**src/rtl/frv_pkg.sv**
```systemverilog
// ---------------------------------------------------------------------------
// frv_pkg
// shared codes, character constants and class tests for the fasta validator
// ---------------------------------------------------------------------------
package frv_pkg;

   localparam int CHAR_W  = 8;
   localparam int KIND_W  = 2;
   localparam int ERR_W   = 4;
   localparam int PHASE_W = 3;

   typedef logic [CHAR_W-1:0]  char_type;
   typedef logic [KIND_W-1:0]  kind_type;
   typedef logic [ERR_W-1:0]   err_type;
   typedef logic [PHASE_W-1:0] phase_type;

   // parser phases
   localparam phase_type PH_START    = 3'd0;
   localparam phase_type PH_LABEL0   = 3'd1;
   localparam phase_type PH_LABEL    = 3'd2;
   localparam phase_type PH_META     = 3'd3;
   localparam phase_type PH_HDR_LINE = 3'd4;
   localparam phase_type PH_COMMENT  = 3'd5;
   localparam phase_type PH_SEQ_LINE = 3'd6;
   localparam phase_type PH_SEQ      = 3'd7;

   // error codes
   localparam err_type ERR_NONE        = 4'd0;
   localparam err_type ERR_NO_GT       = 4'd1;
   localparam err_type ERR_EMPTY_LABEL = 4'd2;
   localparam err_type ERR_LABEL_END   = 4'd3;
   localparam err_type ERR_HEADER_END  = 4'd4;
   localparam err_type ERR_SYMBOL      = 4'd5;
   localparam err_type ERR_NO_NEWLINE  = 4'd6;
   localparam err_type ERR_EMPTY_LINE  = 4'd7;
   localparam err_type ERR_EMPTY_SEQ   = 4'd8;

   // byte classes
   localparam kind_type KIND_NONE  = 2'd0;
   localparam kind_type KIND_LABEL = 2'd1;
   localparam kind_type KIND_META  = 2'd2;
   localparam kind_type KIND_SITE  = 2'd3;

   // structural characters
   localparam char_type CHAR_GT      = 8'h3E;
   localparam char_type CHAR_SEMI    = 8'h3B;
   localparam char_type CHAR_NEWLINE = 8'h0A;
   localparam char_type CHAR_SPACE   = 8'h20;

   function automatic logic is_graphic(input char_type c);
      return c inside {[8'h21:8'h7E]};
   endfunction

   function automatic logic is_printable(input char_type c);
      return c inside {[8'h20:8'h7E]};
   endfunction

endpackage

```
**src/rtl/fasta_record_validator_core.sv**
```systemverilog
// ---------------------------------------------------------------------------
// fasta_record_validator_core
// byte-serial checker and classifier for fasta text streams
// ---------------------------------------------------------------------------
// One request is one byte of fasta text or an end-of-stream mark; each gives
// exactly one response in the next cycle, carrying the byte, its class (label,
// metadata, sequence site or structural), record begin/end flags and the
// error status. A request is taken in every cycle: the next parser state is
// a combinational decode of the phase register and the byte, and the response
// sits in an output register, so the request side stalls only while that
// register holds a response that the receiver is stalling. The first error
// is latched and reported on every later response until reset; an
// end-of-stream mark at a line start after a complete record returns the
// parser to expecting '>' so streams may be concatenated.
// ---------------------------------------------------------------------------
module fasta_record_validator_core (
   input  logic              clock,
   input  logic              reset,
   input  logic              req_valid,
   output logic              req_stall,
   input  frv_pkg::char_type req_char_in,
   input  logic              req_stream_end,
   output logic              rsp_valid,
   input  logic              rsp_stall,
   output frv_pkg::char_type rsp_char_out,
   output frv_pkg::kind_type rsp_char_kind,
   output logic              rsp_record_begin,
   output logic              rsp_record_end,
   output frv_pkg::err_type  rsp_error_code,
   output logic              rsp_halted
);
   import frv_pkg::*;

   phase_type phase_ff, phase_in;
   logic      sites_ff, sites_in;
   err_type   error_ff, error_in;

   logic      rsp_valid_ff;
   char_type  char_ff, char_in;
   kind_type  kind_ff, kind_in;
   logic      begin_ff, begin_in;
   logic      end_ff, end_in;

   logic      accept;
   err_type   err_new;

   // stall only while a response waits and is itself stalled
   assign req_stall = rsp_valid_ff & rsp_stall;
   assign accept    = req_valid & ~req_stall;

   // next-state decode for one byte or end mark
   always_comb begin
      char_in  = req_stream_end ? '0 : req_char_in;
      phase_in = phase_ff;
      sites_in = sites_ff;
      kind_in  = KIND_NONE;
      begin_in = 1'b0;
      end_in   = 1'b0;
      err_new  = ERR_NONE;

      case (phase_ff)
         PH_START: begin
            if (!req_stream_end) begin
               if (char_in == CHAR_GT) begin
                  begin_in = 1'b1;
                  phase_in = PH_LABEL0;
               end else begin
                  err_new = ERR_NO_GT;
               end
            end
         end
         PH_LABEL0: begin
            if (!req_stream_end && is_graphic(char_in)) begin
               kind_in  = KIND_LABEL;
               phase_in = PH_LABEL;
            end else begin
               err_new = ERR_EMPTY_LABEL;
            end
         end
         PH_LABEL: begin
            if (req_stream_end)                 err_new  = ERR_LABEL_END;
            else if (is_graphic(char_in))       kind_in  = KIND_LABEL;
            else if (char_in == CHAR_SPACE)     phase_in = PH_META;
            else if (char_in == CHAR_NEWLINE)   phase_in = PH_HDR_LINE;
            else                                err_new  = ERR_LABEL_END;
         end
         PH_META: begin
            if (req_stream_end)                 err_new  = ERR_HEADER_END;
            else if (is_printable(char_in))     kind_in  = KIND_META;
            else if (char_in == CHAR_NEWLINE)   phase_in = PH_HDR_LINE;
            else                                err_new  = ERR_HEADER_END;
         end
         PH_COMMENT: begin
            if (req_stream_end)                 err_new  = ERR_HEADER_END;
            else if (char_in == CHAR_NEWLINE)   phase_in = PH_HDR_LINE;
            else if (!is_printable(char_in))    err_new  = ERR_HEADER_END;
         end
         PH_HDR_LINE, PH_SEQ_LINE: begin
            // comment lines only directly after the header
            if (phase_ff == PH_HDR_LINE && !req_stream_end && char_in == CHAR_SEMI) begin
               phase_in = PH_COMMENT;
            end else if (req_stream_end || char_in == CHAR_GT) begin
               // record closes at line start
               if (!sites_ff) begin
                  err_new = ERR_EMPTY_SEQ;
               end else begin
                  end_in   = 1'b1;
                  sites_in = 1'b0;
                  if (req_stream_end) begin
                     phase_in = PH_START;
                  end else begin
                     begin_in = 1'b1;
                     phase_in = PH_LABEL0;
                  end
               end
            end else if (is_graphic(char_in)) begin
               kind_in  = KIND_SITE;
               sites_in = 1'b1;
               phase_in = PH_SEQ;
            end else if (char_in == CHAR_NEWLINE) begin
               err_new = ERR_EMPTY_LINE;
            end else begin
               err_new = ERR_SYMBOL;
            end
         end
         PH_SEQ: begin
            if (req_stream_end)                 err_new  = ERR_NO_NEWLINE;
            else if (is_graphic(char_in))       kind_in  = KIND_SITE;
            else if (char_in == CHAR_NEWLINE)   phase_in = PH_SEQ_LINE;
            else                                err_new  = ERR_SYMBOL;
         end
         default: begin
            phase_in = PH_START;
         end
      endcase

      error_in = error_ff;
      // error or halt: flags and class cleared, state frozen
      if (error_ff != ERR_NONE || err_new != ERR_NONE) begin
         if (error_ff == ERR_NONE) error_in = err_new;
         phase_in = phase_ff;
         sites_in = sites_ff;
         kind_in  = KIND_NONE;
         begin_in = 1'b0;
         end_in   = 1'b0;
      end
   end

   // parser state
   always_ff @(posedge clock) begin
      if (reset) begin
         phase_ff <= PH_START;
         sites_ff <= 1'b0;
         error_ff <= ERR_NONE;
      end else if (accept) begin
         phase_ff <= phase_in;
         sites_ff <= sites_in;
         error_ff <= error_in;
      end
   end

   // response register valid
   always_ff @(posedge clock) begin
      if (reset) begin
         rsp_valid_ff <= 1'b0;
      end else if (accept) begin
         rsp_valid_ff <= 1'b1;
      end else if (!rsp_stall) begin
         rsp_valid_ff <= 1'b0;
      end
   end

   // response payload
   always_ff @(posedge clock) begin
      if (accept) begin
         char_ff  <= char_in;
         kind_ff  <= kind_in;
         begin_ff <= begin_in;
         end_ff   <= end_in;
      end
   end

   // latched error is shown from the state register itself
   assign rsp_valid        = rsp_valid_ff;
   assign rsp_char_out     = char_ff;
   assign rsp_char_kind    = kind_ff;
   assign rsp_record_begin = begin_ff;
   assign rsp_record_end   = end_ff;
   assign rsp_error_code   = error_ff;
   assign rsp_halted       = (error_ff != ERR_NONE);

endmodule

```
**config.mk**
```make
export PLATFORM = sky130hd
export DESIGN_NAME = fasta_record_validator_core
export DESIGN_NICKNAME = d
export VERILOG_FILES = /design/src/rtl/frv_pkg.sv /design/src/rtl/fasta_record_validator_core.sv
export SDC_FILE = /design/constraint.sdc
export NUM_CORES = 1
export LEC_CHECK = 0
export ABC_AREA = 1
export BUFFER_PORTS_ARGS = -buffer_cell sky130_fd_sc_hd__buf_2
export CAP_MARGIN = 20
export CORE_MARGIN = 3
export CORE_UTILIZATION = 55
export CTS_BUF_LIST = sky130_fd_sc_hd__clkbuf_16
export CTS_CLUSTER_SIZE = 30
export DETAILED_ROUTE_END_ITERATION = 7
export PLACE_DENSITY = 0.81
export SYNTH_ARGS = -nofsm -noshare
export SYNTH_HDL_FRONTEND = slang
export SYNTH_SLANG_ARGS = --single-unit
```
**constraint.sdc**
```tcl
create_clock -name clock -period 3.13 [get_ports clock]
set_input_delay 0 -clock clock [delete_from_list [all_inputs] [get_ports clock]]
set_output_delay 0 -clock clock [all_outputs]
set_load 0.005 [all_outputs]
```
==> impl_metrics.toml, run 1 <==
[grt]
grt.overflow.total = 0
grt_pass1_vias = 1344
grt_pass1_wl_mm = 6.154
track_usage = 0.2358
grt_start_max_net_pins = 16
antenna_found_initial = 0

[critical_path]
cp_slowest_stage_delay_ns = 0.64
required_ns = 3.13
worstPathArrival_ns = 1.94
critical_path.max_fanout = 7
crit_path_start_kind = "flip-flop"
cp_common_cell = "nand3_2"
critical_path_class = "flip-flop to flip-flop"
crit_chain = "nor3_1 > nand3_2 > nand3_2 > nor2_4 > nand3_1 > a21oi_1"
cpMaxStageDelayCell = "nor3_1"
endpoint_kind = "flip-flop"

[sta]
fin_crit_sh = 0.6201
timing.fmax_mhz = 515.2
setup_viol = 0
worst_pin_slew_ns = 0.7353
rsz0062_at_grt = "no"
maxSlewHeadroom = 0.5060
hold_viol = 0
fin_setup_tns_ns = 0
min_period_ns = 1.941
slew_viol_final = 0
fin_worst_skew_ns = 0.001526

[placed_design]
port_buffers = 31
dp_cells = 253
dp_hpwl_mm = 2.938
place_congestion = 0.8838

[layout]
n_antenna_cell = 0
drive_gt1_frac = 0.3087
fin_nets = 244
synthToLayoutAreaGrowth_pct = 18.02
final_util = 0.7255
final_cells = 258

[clocking]
htreeDepth = 1
clock-sinks = 21
cts_made_buffers = 3
cts_root_buffer = "clkbuf_16"
cts_resized = 0
cts_tree = "built"
clockBufferDepth = 2
path_clk_slew_ns = 0.06
clk-insertion-delay-late_ns = 0.25

[logic_synthesis]
synth_edf_count = 12
syn_area_per_cell_um2 = 7.443
synth_flop_cell = "edfxtp_1"
synth_top_cell_by_area = "edfxtp_1"
syn_inst = 195
synth_seq_cells = 21
yosysMostFrequentCell = "nand2_1"
synth_top_area_share = 0.2483
synth_warnings = 0
async_flop_share = 0
ys_seq_area_frac = 0.3724
netlist_top_cells_area = "edfxtp_1 25%, dfxtp_1 12%, nand2_1 8.8%"
synth.cell_area_mm2 = 0.001451
ys_types = 32
synth_common_cells = "34 x nand2_1, 26 x nor2_1, 24 x inv_1"
synth_fp_nets = 208

[job]
cap_violations = 0

[route]
vias_per_cell = 5.663
firstDrtPassIters = 5
drt_wl_total_mm = 3.741
wl_per_cell_um = 14.50
drc_errors = 0
vias = 1461
drtIter0Drc = 119
postRouteAntennaNets = 0

[pwr]
vdd_drop_max_mv = 0.2877
switching_share = 0.2386
p_comb_frac = 0.141
power.density_mw_per_mm2 = 389.5
seq_power_share = 0.460
switchingPower_w = 0.0001592
p_leak_nw = 0.8428
p_int_w = 0.0005080
p_clk_frac = 0.399

[die]
die_area_mm2 = 0.003291
rows = 17
die_y_um = 57.37
core_area_mm2 = 0.002361
io_pins = 32
dieWidth_um = 57.37
initial_core_util = 0.6147

[min_path]
hold_path_class = "input port to flip-flop"

[status]
outcome = "complete, no violations"
## cells by family after synthesis
logic type / Yosys count / share of synthesized area
buffers and inverters: 34 / 0.1043
DFF: 21 / 0.3724
AOI/OAI and AO/OA: 28 / 0.1103
and+or+nand+nor: 112 / 0.4129
## what timing repair did
item	4_1_cts	5_1_grt
buffers inserted	0	0
hold endpoints to repair	4	0
hold buffers	1	0
## final timing paths
path	cells after the start	slack, ns	startpoint	to
min	3	0.04	req_valid	rsp_valid$_SDFFE_PP0P_
min reg2reg	2	0.47	rsp_error_code[1]$_SDFFE_PP0P_	rsp_error_code[1]$_SDFFE_PP0P_
max	6	1.19	phase_ff[0]$_SDFFE_PP0P_	rsp_char_kind[1]$_SDFFCE_PP0P_
max reg2reg	6	1.19	phase_ff[0]$_SDFFE_PP0P_	rsp_char_kind[1]$_SDFFCE_PP0P_
## routing by layer
layer	wire length (um)	GRT usage	share of wire
met5	0	0	0
met1	1495	0.2923	0.40
met4	74	0.07285	0.020
met2	1895	0.4210	0.51
met3	275	0.02941	0.074
## registers in the layout, summed over array words and instances, names as in the netlist
name,count
phase_ff,3
rsp_char_kind,2
rsp_char_out,8
rsp_error_code,4
rsp_record_begin,1
rsp_record_end,1
rsp_valid,1
sites_ff,1
## cell usage in the layout, fill, tap and decap left out
cell / count
nor4_1: 1
dfxtp_1: 9
nand3_4: 1
nor2_1: 26
o211ai_1: 1
a21oi_1: 9
nand2_1: 34
edfxtp_1: 12
inv_6: 1
nor4_2: 1
o21ai_2: 1
o2111ai_1: 1
nor3b_2: 1
o21ai_0: 7
o21a_1: 1
nand3_2: 4
inv_2: 7
buf_4: 1
nor3_1: 4
dlygate4sd3_1: 1
nand3_1: 20
nor2_4: 3
clkinv_2: 1
clkbuf_16: 3
nor2_2: 6
nand2_4: 2
nand2_2: 6
inv_1: 24
a31oi_1: 1
nand4_1: 2
buf_2: 31
nand4_4: 1
o21ai_1: 5
a211oi_1: 1
a21oi_2: 1
## layout make-up
cell class / count / area, um2
flip-flops and latches: 21 / 540.5
multi-input cells: 140 / 759.5
clock buffers: 3 / 75.07
clock inverters: 1 / 5.005
fillers: 190 / 648.1
well taps: 28 / 35.03
inverters: 32 / 125.1
repair buffers: 33 / 172.7
## critical path, delay by kind of cell (launching register included)
family,cells,cell delay [ns]
AND/OR/NAND/NOR,5,1.24
flip-flops,1,0.37
AO/OA/AOI/OAI,1,0.07
## power by group through the flow
| stage | clock network (W) | logic (W) | registers [W] |
|---|---|---|---|
| floorplan | 0 | 0.0000561 | 0.000315 |
| global placement | 0 | 0.0000887 | 0.000312 |
| detailed placement | 0 | 0.0000918 | 0.000313 |
| CTS | 0.000269 | 0.0000936 | 0.000307 |
| global route | 0.000285 | 0.000104 | 0.000307 |
| finish | 0.000266 | 0.0000941 | 0.000307 |
## per-stage QoR
stage / setup WS, ns / total power, W / cell area (um2) / hold slack, ns
2_1_floorplan: 1.065 / 0.0003707 / 1451 / 0.06907
3_3_place_gp: 1.257 / 0.0004010 / 1623 / 0.2347
3_5_place_dp: 1.224 / 0.0004044 / 1623 / 0.2410
4_1_cts: 1.242 / 0.0006697 / 1713 / 0.03628
5_1_grt: 1.066 / 0.0006963 / 1713 / 0.03991
6_report: 1.189 / 0.0006672 / 1713 / 0.03953
Power figures use the tool's default switching activity.
==> run 2: changes to the inputs <==
Settings changed: ABC_AREA 1 to 0, CORE_UTILIZATION 55 to 48, PLACE_DENSITY 0.81 to 0.75.
Clock period 3.13 ns to 1.6 ns, I/O delays scaled along.
==> run 2 against run 1 <==
  * The run now ends with negative setup slack left
  * Highest routed layer unchanged
  * Clock skew down 0.00069 ns
  * Non-clock buffer count up 56
  * Combinational power rose to 2.6 times the previous value
  * Critical path depth up 3
  * Flip-flop and latch count unchanged
  * Largest power group unchanged
  * Largest cell class unchanged
==> impl_metrics.toml, run 2 <==
[status]
outcome = "finished with violations"
failed_checks = "negative setup slack"

[logic_synthesis]
synth_warnings = 0
ys_types = 49
yosysMostFrequentCell = "nor2_1"
synth.cell_area_mm2 = 0.001376
synth_edf_count = 12
synth_common_cells = "22 x nor2_1, 12 x a21oi_1, 12 x edfxtp_1"
syn_area_per_cell_um2 = 8.937
synth_fp_nets = 167
netlist_top_cells_area = "edfxtp_1 26%, dfxtp_1 13%, nor2_1 6.0%"
synth_flop_cell = "edfxtp_1"
synth_top_cell_by_area = "edfxtp_1"
synth_seq_cells = 21
syn_inst = 154
synth_top_area_share = 0.2618
ys_seq_area_frac = 0.3927
async_flop_share = 0

[critical_path]
r2r-end = "rsp_record_begin$_SDFFCE_PP0P_"
cp-endpoint = "rsp_record_begin$_SDFFCE_PP0P_"
rrSetupSlack_ns = -0.37
endpoint_kind = "flip-flop"
cp_slowest_stage_delay_ns = 0.39
crit_path_start_kind = "flip-flop"
critical_path_class = "flip-flop to flip-flop"
critical_path.max_fanout = 8
worstPathArrival_ns = 2.07
crit_buf_inv = 2
path_delay_family = "simple AND/OR/NAND/NOR gates"
cp_num_cells = 9
worstReg2RegStart = "phase_ff[2]$_SDFFE_PP0P_"
crit_chain = "nand2b_4 > buf_6 > nor2_2 > o211ai_1 > a21oi_4 > nor4b_4 > nand2_2 > buf_6 > nor3_4"
reg2regPathDepth = 9
cp_common_cell = "buf_6"
cpMaxStageDelayCell = "dfxtp_4"
required_ns = 1.70
critPathLaunch = "phase_ff[2]$_SDFFE_PP0P_"

[clocking]
path_clk_slew_ns = 0.06
clk-insertion-delay-late_ns = 0.25
cts_made_buffers = 3
cts_root_buffer = "clkbuf_16"
htreeDepth = 1
cts_tree = "built"
clockBufferDepth = 2
clock-sinks = 21

[grt]
grt_start_max_net_pins = 13
grt.overflow.total = 0
grt_pass1_vias = 1653
antenna_found_initial = 0
grt_pass1_wl_mm = 7.810
track_usage = 0.2977

[die]
die_y_um = 59.55
io_pins = 32
initial_core_util = 0.5314
dieWidth_um = 59.55
core_area_mm2 = 0.002590
die_area_mm2 = 0.003546
rows = 18

[sta]
fin_ws_ns = -0.3664
maxSlewHeadroom = 0.5860
min_period_ns = 1.966
setup_viol = 9
rsz0062_at_grt = "yes"
worst_pin_slew_ns = 0.6145
timing.fmax_mhz = 508.6
fin_crit_sh = 1.229
fin_worst_skew_ns = 0.0008397
hold_viol = 0
slew_viol_final = 0

[layout]
fin_nets = 255
synthToLayoutAreaGrowth_pct = 61.73
n_antenna_cell = 0
final_common_cell = "buf_4"
final_util = 0.8594
fillers = 129
final_cell_mix = "55 x buf_4, 31 x buf_2, 17 x nor2_1, 12 x edfxtp_1"
drive_gt1_frac = 0.5436
largest_register_ffs = 8

[pwr]
p_leak_nw = 0.9455
power.density_mw_per_mm2 = 615.0
vdd_drop_max_mv = 0.7401
power_w = 0.001369

[route]
wl_per_cell_um = 21.56
drc_errors = 0
vias_per_cell = 6.513
vias = 1765
drt_wl_total_mm = 5.843
postRouteAntennaNets = 0
drtIter0Drc = 170
firstDrtPassIters = 5

[placed_design]
port_buffers = 31
place_congestion = 0.9376
dp_hpwl_mm = 3.196

[job]
cap_violations = 0

[min_path]
hold_path_class = "input port to flip-flop"
-- run 2: cell count changes after synthesis, moves of 4 or more --
cell / previous run / this run
nand2_1: 34 / 10
nand3_1: 20 / 2
inv_1: 24 / 7
nor2b_1: 0 / 9
inv_2: 7 / 0
nor2_2: 6 / 0
nand2_2: 6 / 1
clkbuf_1: 0 / 4
nand2b_1: 0 / 4
nand3_2: 4 / 0
nor2_1: 26 / 22
nor3_1: 4 / 8
nor3_2: 0 / 4
o21ai_1: 5 / 1
-- run 2: repair_timing --
| action | CTS | global route |
|---|---|---|
| pin swaps | 7 | 11 |
| resized for setup | 13 | 19 |
| buffers inserted | 7 | 5 |
| hold buffers | 0 | 0 |
| endpoints found under the setup margin | 8 | 11 |
-- run 2: cell type report --
class / count / area, um2 / share of cell area
sequential: 21 / 549.3 / 0.2468
clock inverter: 1 / 3.754 / 0.001686
tap: 30 / 37.54 / 0.01686
multi-input combinational: 120 / 932.1 / 0.4188
timing repair buffer: 89 / 601.8 / 0.2704
clock buffer: 3 / 75.07 / 0.03373
inverter: 7 / 26.28 / 0.01180
-- run 2: metal layers --
layer / global-route usage / share of wire / vias up
met5: 0 / 0 / -
met3: 0.05011 / 0.091 / 48
met1: 0.3530 / 0.36 / 833
met2: 0.5148 / 0.48 / 128
li1: - / - / 756
met4: 0.1456 / 0.066 / 0
-- run 2: kinds of logic after synthesis --
family          after synthesis  synth area share
mux                           1          0.007273
compound gates               40            0.2073
simple gates                 78            0.3491
xor+xnor                      1          0.006365
flops                        21            0.3927
buf+inv                      13           0.03727
-- run 2: worst min-delay path by stage --
stage	slack, ns	to	cells after the start	from
after global placement	0.23	rsp_valid$_SDFFE_PP0P_	3	req_valid
final	0.006	rsp_valid$_SDFFE_PP0P_	3	req_valid
after global routing	0.02	rsp_valid$_SDFFE_PP0P_	3	req_valid
after CTS	0.003	rsp_valid$_SDFFE_PP0P_	3	req_valid
after detailed placement	0.26	rsp_valid$_SDFFE_PP0P_	3	req_valid
after floorplan	0.12	req_stall	2	rsp_stall
-- run 2: per-stage QoR --
step           hold slack (ns)  TNS [ns]  cells  cell area [um2]  setup slack (ns)
2_1_floorplan           0.1155   -0.1821    154             1404           -0.1176
3_3_place_gp            0.2349    -1.708    256             1911           -0.2949
3_5_place_dp            0.2575    -2.102    256             1911           -0.3786
4_1_cts               0.003069    -1.539    267             2103           -0.2555
5_1_grt                0.01722    -3.263    271             2226           -0.4102
6_report              0.006134    -2.471    271             2226           -0.3664
-- run 2: worst min-delay path: stages --
cell and delay [ns]:
buf_2 0.11, nor2_1 0.05, nor2_1 0.07
-- run 2: power breakdown --
group,switching [W],internal (W),leakage (nW)
Sequential,0.00000614,0.000591,0.195
Combinational,0.000142,0.000102,0.708
Clock,0.000194,0.000333,0.0423
